[src/rtl/core/wsd_pkg.sv]
// Shared types and constants for the WebSocket frame deframer.
// No dependencies.
package wsd_pkg;

   localparam int QUEUE_DEPTH = 4;

   localparam logic [6:0] LEN_EXT16 = 7'd126;
   localparam logic [6:0] LEN_EXT64 = 7'd127;

   // one request queued from the parser to the output stage
   typedef struct packed {
      logic [7:0] data_byte;
      logic [7:0] key_byte;
      logic       byte_valid;
      logic [3:0] opcode;
      logic       fin;
      logic       frame_end;
   } rec_type;

endpackage

[src/rtl/core/wsd_front.sv]
// Frame parser: header, extended length and mask key tracking; classifies bytes.
// Depends on wsd_pkg.
module wsd_front import wsd_pkg::*; (
   input  logic       clock,
   input  logic       reset,
   input  logic       accept,
   input  logic [7:0] data_byte,
   output logic       push,
   output rec_type    push_rec
);

   localparam logic [2:0] PH_HDR0    = 3'd0;
   localparam logic [2:0] PH_HDR1    = 3'd1;
   localparam logic [2:0] PH_EXTLEN  = 3'd2;
   localparam logic [2:0] PH_MASK    = 3'd3;
   localparam logic [2:0] PH_PAYLOAD = 3'd4;

   logic [2:0]  phase_ff, phase_in;
   logic        fin_ff, fin_in;
   logic [3:0]  opcode_ff, opcode_in;
   logic        mask_ff, mask_in;
   logic [63:0] rem_ff, rem_in;
   logic [2:0]  cnt_ff, cnt_in;
   logic [31:0] key_ff, key_in;
   logic [1:0]  pos_ff, pos_in;
   logic        len_done;
   logic        hdr_done;
   logic [7:0]  key_sel;

   always_comb begin
      unique case (pos_ff)
         2'd0: key_sel = key_ff[31:24];
         2'd1: key_sel = key_ff[23:16];
         2'd2: key_sel = key_ff[15:8];
         2'd3: key_sel = key_ff[7:0];
      endcase
   end

   always_comb begin
      phase_in  = phase_ff;
      fin_in    = fin_ff;
      opcode_in = opcode_ff;
      mask_in   = mask_ff;
      rem_in    = rem_ff;
      cnt_in    = cnt_ff;
      key_in    = key_ff;
      pos_in    = pos_ff;
      len_done  = 1'b0;
      hdr_done  = 1'b0;
      push      = 1'b0;
      push_rec  = '{data_byte: 8'd0, key_byte: 8'd0, byte_valid: 1'b0,
                    opcode: opcode_ff, fin: fin_ff, frame_end: 1'b1};
      if (accept) begin
         unique case (phase_ff)
            PH_HDR1: begin
               mask_in = data_byte[7];
               rem_in  = 64'd0;
               if (data_byte[6:0] == LEN_EXT16) begin
                  cnt_in   = 3'd6;
                  phase_in = PH_EXTLEN;
               end else if (data_byte[6:0] == LEN_EXT64) begin
                  cnt_in   = 3'd0;
                  phase_in = PH_EXTLEN;
               end else begin
                  rem_in   = {57'd0, data_byte[6:0]};
                  len_done = 1'b1;
               end
            end
            PH_EXTLEN: begin
               rem_in = {rem_ff[55:0], data_byte};
               if (cnt_ff == 3'd7) begin
                  cnt_in   = 3'd0;
                  len_done = 1'b1;
               end else begin
                  cnt_in = cnt_ff + 3'd1;
               end
            end
            PH_MASK: begin
               key_in = {key_ff[23:0], data_byte};
               if (cnt_ff >= 3'd3) begin
                  cnt_in   = 3'd0;
                  hdr_done = 1'b1;
               end else begin
                  cnt_in = cnt_ff + 3'd1;
               end
            end
            PH_PAYLOAD: begin
               pos_in = pos_ff + 2'd1;
               rem_in = rem_ff - 64'd1;
               push   = 1'b1;
               push_rec.data_byte  = data_byte;
               push_rec.key_byte   = mask_ff ? key_sel : 8'd0;
               push_rec.byte_valid = 1'b1;
               push_rec.frame_end  = (rem_ff == 64'd1);
               if (rem_ff == 64'd1) begin
                  phase_in = PH_HDR0;
               end
            end
            default: begin
               fin_in    = data_byte[7];
               opcode_in = data_byte[3:0];
               phase_in  = PH_HDR1;
            end
         endcase
      end
      if (len_done) begin
         key_in = 32'd0;
         if (mask_in) begin
            cnt_in   = 3'd0;
            phase_in = PH_MASK;
         end else begin
            hdr_done = 1'b1;
         end
      end
      if (hdr_done) begin
         pos_in = 2'd0;
         if (rem_in == 64'd0) begin
            phase_in = PH_HDR0;
            push     = 1'b1;
         end else begin
            phase_in = PH_PAYLOAD;
         end
      end
   end

   always_ff @(posedge clock) begin
      if (reset) begin
         phase_ff  <= PH_HDR0;
         fin_ff    <= 1'b0;
         opcode_ff <= 4'd0;
         mask_ff   <= 1'b0;
         rem_ff    <= 64'd0;
         cnt_ff    <= 3'd0;
         key_ff    <= 32'd0;
         pos_ff    <= 2'd0;
      end else begin
         phase_ff  <= phase_in;
         fin_ff    <= fin_in;
         opcode_ff <= opcode_in;
         mask_ff   <= mask_in;
         rem_ff    <= rem_in;
         cnt_ff    <= cnt_in;
         key_ff    <= key_in;
         pos_ff    <= pos_in;
      end
   end

   a_end_returns_hdr0: assert property (@(posedge clock) disable iff (reset)
      push && push_rec.frame_end |=> phase_ff == PH_HDR0)
      else $error("frame end without return to first header byte");

   a_payload_nonzero: assert property (@(posedge clock) disable iff (reset)
      phase_ff == PH_PAYLOAD |-> rem_ff != 64'd0)
      else $error("payload phase with nothing left");

endmodule

[src/rtl/core/wsd_queue.sv]
// Short request queue between parser and output stage.
// Depends on wsd_pkg.
module wsd_queue import wsd_pkg::*; #(
   parameter int Depth = QUEUE_DEPTH
) (
   input  logic    clock,
   input  logic    reset,
   input  logic    push,
   input  rec_type push_rec,
   input  logic    pop,
   output logic    not_empty,
   output logic    full,
   output rec_type pop_rec
);

   localparam int PtrW = (Depth > 1) ? $clog2(Depth) : 1;
   localparam int CntW = $clog2(Depth + 1);

   rec_type            store_ff [Depth];
   logic [PtrW-1:0]    wr_ptr_ff, wr_ptr_in;
   logic [PtrW-1:0]    rd_ptr_ff, rd_ptr_in;
   logic [CntW-1:0]    cnt_ff, cnt_in;

   assign not_empty = (cnt_ff != CntW'(0));
   assign full      = (cnt_ff == CntW'(Depth));
   assign pop_rec   = store_ff[rd_ptr_ff];

   always_comb begin
      wr_ptr_in = wr_ptr_ff;
      rd_ptr_in = rd_ptr_ff;
      cnt_in    = cnt_ff;
      if (push) begin
         wr_ptr_in = (wr_ptr_ff == PtrW'(Depth - 1)) ? PtrW'(0) : wr_ptr_ff + PtrW'(1);
      end
      if (pop) begin
         rd_ptr_in = (rd_ptr_ff == PtrW'(Depth - 1)) ? PtrW'(0) : rd_ptr_ff + PtrW'(1);
      end
      if (push && !pop) begin
         cnt_in = cnt_ff + CntW'(1);
      end else if (pop && !push) begin
         cnt_in = cnt_ff - CntW'(1);
      end
   end

   always_ff @(posedge clock) begin
      if (push) begin
         store_ff[wr_ptr_ff] <= push_rec;
      end
   end

   always_ff @(posedge clock) begin
      if (reset) begin
         wr_ptr_ff <= '0;
         rd_ptr_ff <= '0;
         cnt_ff    <= '0;
      end else begin
         wr_ptr_ff <= wr_ptr_in;
         rd_ptr_ff <= rd_ptr_in;
         cnt_ff    <= cnt_in;
      end
   end

   a_no_overflow: assert property (@(posedge clock) disable iff (reset)
      push |-> !full)
      else $error("push into full queue");

   a_no_underflow: assert property (@(posedge clock) disable iff (reset)
      pop |-> not_empty)
      else $error("pop from empty queue");

   a_ptr_match: assert property (@(posedge clock) disable iff (reset)
      !not_empty |-> wr_ptr_ff == rd_ptr_ff)
      else $error("empty queue with pointers apart");

endmodule

[src/rtl/core/wsd_back.sv]
// Output stage: unmasks queued requests into the result register.
// Depends on wsd_pkg.
module wsd_back import wsd_pkg::*; (
   input  logic       clock,
   input  logic       reset,
   input  logic       q_valid,
   input  rec_type    q_rec,
   output logic       q_pop,
   output logic       rsp_valid,
   input  logic       rsp_stall,
   output logic [7:0] rsp_payload_byte,
   output logic       rsp_byte_valid,
   output logic [3:0] rsp_opcode,
   output logic       rsp_fin,
   output logic       rsp_frame_end
);

   logic       valid_ff, valid_in;
   logic [7:0] byte_ff;
   logic       bvalid_ff;
   logic [3:0] opcode_ff;
   logic       fin_ff;
   logic       end_ff;

   assign q_pop    = q_valid && (!valid_ff || !rsp_stall);
   assign valid_in = q_pop || (valid_ff && rsp_stall);

   always_ff @(posedge clock) begin
      if (reset) begin
         valid_ff <= 1'b0;
      end else begin
         valid_ff <= valid_in;
      end
   end

   always_ff @(posedge clock) begin
      if (q_pop) begin
         byte_ff   <= q_rec.data_byte ^ q_rec.key_byte;
         bvalid_ff <= q_rec.byte_valid;
         opcode_ff <= q_rec.opcode;
         fin_ff    <= q_rec.fin;
         end_ff    <= q_rec.frame_end;
      end
   end

   assign rsp_valid        = valid_ff;
   assign rsp_payload_byte = byte_ff;
   assign rsp_byte_valid   = bvalid_ff;
   assign rsp_opcode       = opcode_ff;
   assign rsp_fin          = fin_ff;
   assign rsp_frame_end    = end_ff;

   a_empty_is_end: assert property (@(posedge clock) disable iff (reset)
      valid_ff && !bvalid_ff |-> end_ff && byte_ff == 8'd0)
      else $error("empty result not marked as frame end");

endmodule

[src/rtl/core/websocket_frame_deframer.sv]
// Top level of the WebSocket frame deframer: parser, request queue, output stage.
// Depends on wsd_pkg, wsd_front, wsd_queue, wsd_back.

// Accepts one stream byte per cycle while req_stall is low and returns one
// result per payload byte (one empty result for a zero-length frame); header,
// length and key bytes return nothing. Each result is registered first in the
// request queue and then in the output register. The parser runs at one byte
// per cycle; req_stall rises only when the request queue (QueueDepth entries)
// is full because rsp_stall has held results back.
module websocket_frame_deframer import wsd_pkg::*; #(
   parameter int QueueDepth = QUEUE_DEPTH
) (
   input  logic       clock,
   input  logic       reset,
   input  logic       req_valid,
   output logic       req_stall,
   input  logic [7:0] req_data_byte,
   output logic       rsp_valid,
   input  logic       rsp_stall,
   output logic [7:0] rsp_payload_byte,
   output logic       rsp_byte_valid,
   output logic [3:0] rsp_opcode,
   output logic       rsp_fin,
   output logic       rsp_frame_end
);

   logic    accept;
   logic    push;
   rec_type push_rec;
   logic    pop;
   logic    not_empty;
   logic    full;
   rec_type pop_rec;

   assign req_stall = full;
   assign accept    = req_valid && !full;

   wsd_front u_front (
      .clock     (clock),
      .reset     (reset),
      .accept    (accept),
      .data_byte (req_data_byte),
      .push      (push),
      .push_rec  (push_rec)
   );

   wsd_queue #(
      .Depth (QueueDepth)
   ) u_queue (
      .clock     (clock),
      .reset     (reset),
      .push      (push),
      .push_rec  (push_rec),
      .pop       (pop),
      .not_empty (not_empty),
      .full      (full),
      .pop_rec   (pop_rec)
   );

   wsd_back u_back (
      .clock            (clock),
      .reset            (reset),
      .q_valid          (not_empty),
      .q_rec            (pop_rec),
      .q_pop            (pop),
      .rsp_valid        (rsp_valid),
      .rsp_stall        (rsp_stall),
      .rsp_payload_byte (rsp_payload_byte),
      .rsp_byte_valid   (rsp_byte_valid),
      .rsp_opcode       (rsp_opcode),
      .rsp_fin          (rsp_fin),
      .rsp_frame_end    (rsp_frame_end)
   );

endmodule
[config.mk]
export PLATFORM = sky130hd
export DESIGN_NAME = websocket_frame_deframer
export DESIGN_NICKNAME = d
export VERILOG_FILES = /design/src/rtl/core/wsd_pkg.sv /design/src/rtl/core/wsd_front.sv /design/src/rtl/core/wsd_queue.sv /design/src/rtl/core/wsd_back.sv /design/src/rtl/core/websocket_frame_deframer.sv
export SDC_FILE = /design/constraint.sdc
export NUM_CORES = 1
export LEC_CHECK = 0
export BUFFER_PORTS_ARGS = -buffer_cell sky130_fd_sc_hd__buf_2
export CAP_MARGIN = 20
export CELL_PAD_IN_SITES_DETAIL_PLACEMENT = 0
export CELL_PAD_IN_SITES_GLOBAL_PLACEMENT = 1
export CORE_MARGIN = 1.5
export CORE_UTILIZATION = 40
export CTS_CLUSTER_SIZE = 20
export DETAILED_ROUTE_END_ITERATION = 8
export PLACE_DENSITY_LB_ADDON = 0.1
export REMOVE_ABC_BUFFERS = 1
export SETUP_SLACK_MARGIN = 0.1
export SYNTH_ARGS = -nofsm -noshare
export SYNTH_HDL_FRONTEND = slang
export SYNTH_HIERARCHICAL = 1
export SYNTH_SLANG_ARGS = --single-unit
export TNS_END_PERCENT = 1
[constraint.sdc]
create_clock -name clock -period 4.2 [get_ports clock]
set_clock_uncertainty 0.15 [all_clocks]
set_input_delay 0.42 -clock clock [delete_from_list [all_inputs] [get_ports clock]]
set_output_delay 0.42 -clock clock [all_outputs]
set_load 0.005 [all_outputs]
==> impl_results.md <==
- Status: complete, but fails checks
- Failing checks: setup timing
- Clock slew at reported path FFs: around 0.060 ns
- Logic gate share of total power: between 40% and 50%
- CTS H-tree depth: 1
- Part of the power in the clock network: between 20% and 30%
- Final Util: a little over half
- Most frequent cells in the layout: 312 x buf_4, 140 x nand2_1, 125 x nor2_1, 119 x dfxtp_1, 107 x edfxtp_1
- Post-CTS Hold Fix Bufs: 0
- Leak: approximately 6.2 nW
- Root Buffer: clkbuf_16
- Seq/Total Area, Yosys: 48.1%
- Fmax: 217 MHz
- CTS max path bufs: 3
- Post-route setup slack: -0.402 ns
- WP data arrival: about 5 ns
- Crit-path max FO: 3
- Final nets: about 1500
- Violation count after the first detailed-routing iteration: between 900 and 1000
- Final setup viols: between 60 and 70
- Vias: around 11000
- Hold WS: about 0.029 ns
- DRC: 0
- Max-cap violations: 0
- CP Launch Type: register
- PwrDens: about 630 mW/mm^2
- Seq cells post-synth: between 200 and 250
- Psw: roughly 3.5 mW
- Vias in the first global route: ~11000
- Share of cells above drive strength 1: between 30 and 40%
- Worst-margin pin slew: 0.748 ns
- CTS tree: done
- Share of the synthesized area in the top cell type: about 28%
- Post-synth EDFFs: approximately 110
- Synth warnings: 6
- Worst R2R End: u_queue/cnt_ff[2]
- Synth area leaders: edfxtp_1 28%, dfxtp_1 21%, nand2_1 4.5%
- Most used DFF post-synth: dfxtp_1
- Hold Path Depth: 3
- Final wirelength: 39700 um
- R2r worst-path depth: 17
- Clock sink total: 227
- Flop pwr share: between 20% and 30%
- Chip width: ~170 um
- Area Growth Syn to Fin: 31.9%
- Final Max Slew Viols: 0
- Initial Utilization: 40.7%
- Die extent in y: 174 um
- Die area: approximately 0.03 mm^2
- First-pass GRT wire length: 61700 um
- Sw Share: a little over a third
- Unrepaired setup endpoints after global routing: yes
- R2r startpoint: u_front/rem_ff[42]
- DR vias/cell: 5.65
- Clk Latency, worst-skew pair: 0.55 ns
- First-pass iteration count of the detailed router: 7
- WL/cell: 21.1 um
- Slew headroom: between 50% and 60%
- Routed Antenna Nets: 0
- Final Hold Fails: 0
- Post-synthesis cell area: 0.0117 mm^2
- Post-synth cell types: 93
- FFs w/ async S/R, synth: 0%
- Internal power: slightly above 6 mW
- Num CTS Buffers: 26
- Yosys top cell by area: edfxtp_1
- Post-Syn Area per Cell: roughly 10 um^2
- Core area: approximately 0.029 mm^2
- Gate Count Post-Synth: between 1000 and 1500
- Max IR drop VDD: 0.346 mV
- Grt ovf: 0
- Flop-to-flop setup slack: -0.40 ns
- Setup CP Type: reg2reg
- Detailed Place HPWL: about 29000 um
- Worst Path Required: roughly 4.5 ns
- Setup crit end kind: register
- GRT Util Overall: 26.3%
- Commonest non-fill, non-tap cell in the layout: buf_4
- Gpl congestion: between 0.9 and 1
- Largest net degree at the start of global routing: 60
- Crit. Startpoint: u_front/rem_ff[42]
- Initial antenna violation count: 1
- Hold crit path type: in2reg
- Port Buf Inserts: 28
- Final Cycle Share: 110%
- Worst setup path end: u_queue/cnt_ff[2]
- # fillers: around 2700
- Rows: between 60 and 70
- Io pins: 29
- Fin crit period: approximately 4.6 ns
Yosys cell counts, drive strengths merged (13+ instances only):
cell type and n:
edfxtp 107, clkbuf 71, nand3 33, nor2 126, nor3 37, a31oi 15, nor4 36, and3 13
or3 17, or4 22, dfxtp 120, a21oi 98, buf 15, nand2 140, mux2i 16, inv 15
ha 15, and2 35, o21ai 38, mux4 23, nand4 23
worst max-delay path, cell delays in order (launching register included):
cell,delay (ns)
dfxtp_1,0.31
or4_4,0.55
or4_4,0.57
or4_4,0.55
nor4_4,0.13
buf_4,0.18
a21oi_2,0.06
a211oi_2,0.18
nand4_1,0.15
nor3_2,0.23
nand4_1,0.18
nand2_1,0.14
ha_2,0.19
inv_2,0.04
fa_2,0.32
xor2_1,0.15
or3_1,0.30
a21oi_1,0.13
worst min-delay path by stage:
stage / startpoint / endpoint / slack (ns)
after floorplan: u_front/key_ff[24] / u_front/key_ff[24] / 0.29
after global placement: u_front/key_ff[31] / u_front/key_ff[31] / 0.29
after detailed placement: u_front/key_ff[29] / u_front/key_ff[29] / 0.30
after CTS: rsp_stall / u_back/rsp_valid / 0.01
after global routing: rsp_stall / u_back/rsp_valid / 0.02
final: rsp_stall / u_back/rsp_valid / 0.03
stage by stage:
| step | area, um^2 | std cells | worst slack (ns) | total power, mW | TNS [ns] |
|---|---|---|---|---|---|
| floorplan | 11200 | 1105 | -3.48 | 4.91 | -366.88 |
| global placement | 14300 | 1828 | -1.08 | 7.21 | -64.96 |
| detailed placement | 14300 | 1828 | -0.906 | 7.21 | -49.29 |
| CTS | 15300 | 1882 | -0.445 | 9.63 | -7.31 |
| global route | 15400 | 1883 | -0.632 | 10.2 | -18.85 |
| finish | 15400 | 1885 | -0.402 | 9.69 | -1.22 |
timing repair:
action | CTS | global route
gates resized for setup | 16 | 24
hold endpoints to repair | 0 | 0
pin swaps | 13 | 13
buffers inserted | 6 | 1
setup endpoints to repair | 97 | 97
cell type report:
type	instances	area, um^2	area share (%)
Timing Repair Buffer	346	2590	16.8
Multi-Input combinational cell	862	5780	37.6
Sequential cell	227	5620	36.5
Tap cell	384	480	3.12
Antenna cell	2	5.00	0.0325
Clock buffer	31	669	4.35
Inverter	16	63.8	0.415
Clock inverter	17	180	1.17
metal layers:
layer | part of all wire (%) | GRT usage (%) | vias to the layer above | routed length, um
met3 | 5.2 | 3.25 | 90 | 2080
met1 | 42 | 33.9 | 5158 | 16800
met5 | 0 | 0 | - | 0
met2 | 49 | 45.6 | 362 | 19400
li1 | - | - | 5044 | -
met4 | 3.6 | 9.27 | 0 | 1440
kinds of logic (layout without fill, tap and decap cells):
group	count (synthesis)	after routing	share of synthesized area, %
buf+inv	102	410	4.15
flops	227	227	48.1
simple gates	526	526	23.8
xor+xnor	16	16	1.20
mux	42	42	6.20
compound gates	262	262	14.7
other cells	0	2	0
fa+ha+maj	16	16	1.78
state kept, by name (all words and copies together), names as in the netlist, 3 cells and up, named ones only:
register                 flops
u_back/rsp_opcode            4
u_front/opcode_ff            4
u_queue/cnt_ff               3
u_front/phase_ff             3
u_front/rem_ff              64
u_back/rsp_payload_byte      8
u_queue/store_ff            92
u_front/cnt_ff               3
u_front/key_ff              32
power by group through the flow:
stage / Sequential [mW] / Clock, mW / Combinational [mW]
2_1_floorplan: 2.86 / 0 / 2.04
3_3_place_gp: 2.76 / 0 / 4.45
3_5_place_dp: 2.77 / 0 / 4.43
4_1_cts: 2.73 / 2.31 / 4.59
5_1_grt: 2.75 / 2.38 / 5.05
6_report: 2.73 / 2.25 / 4.71
(Power assumes the default switching activity.)
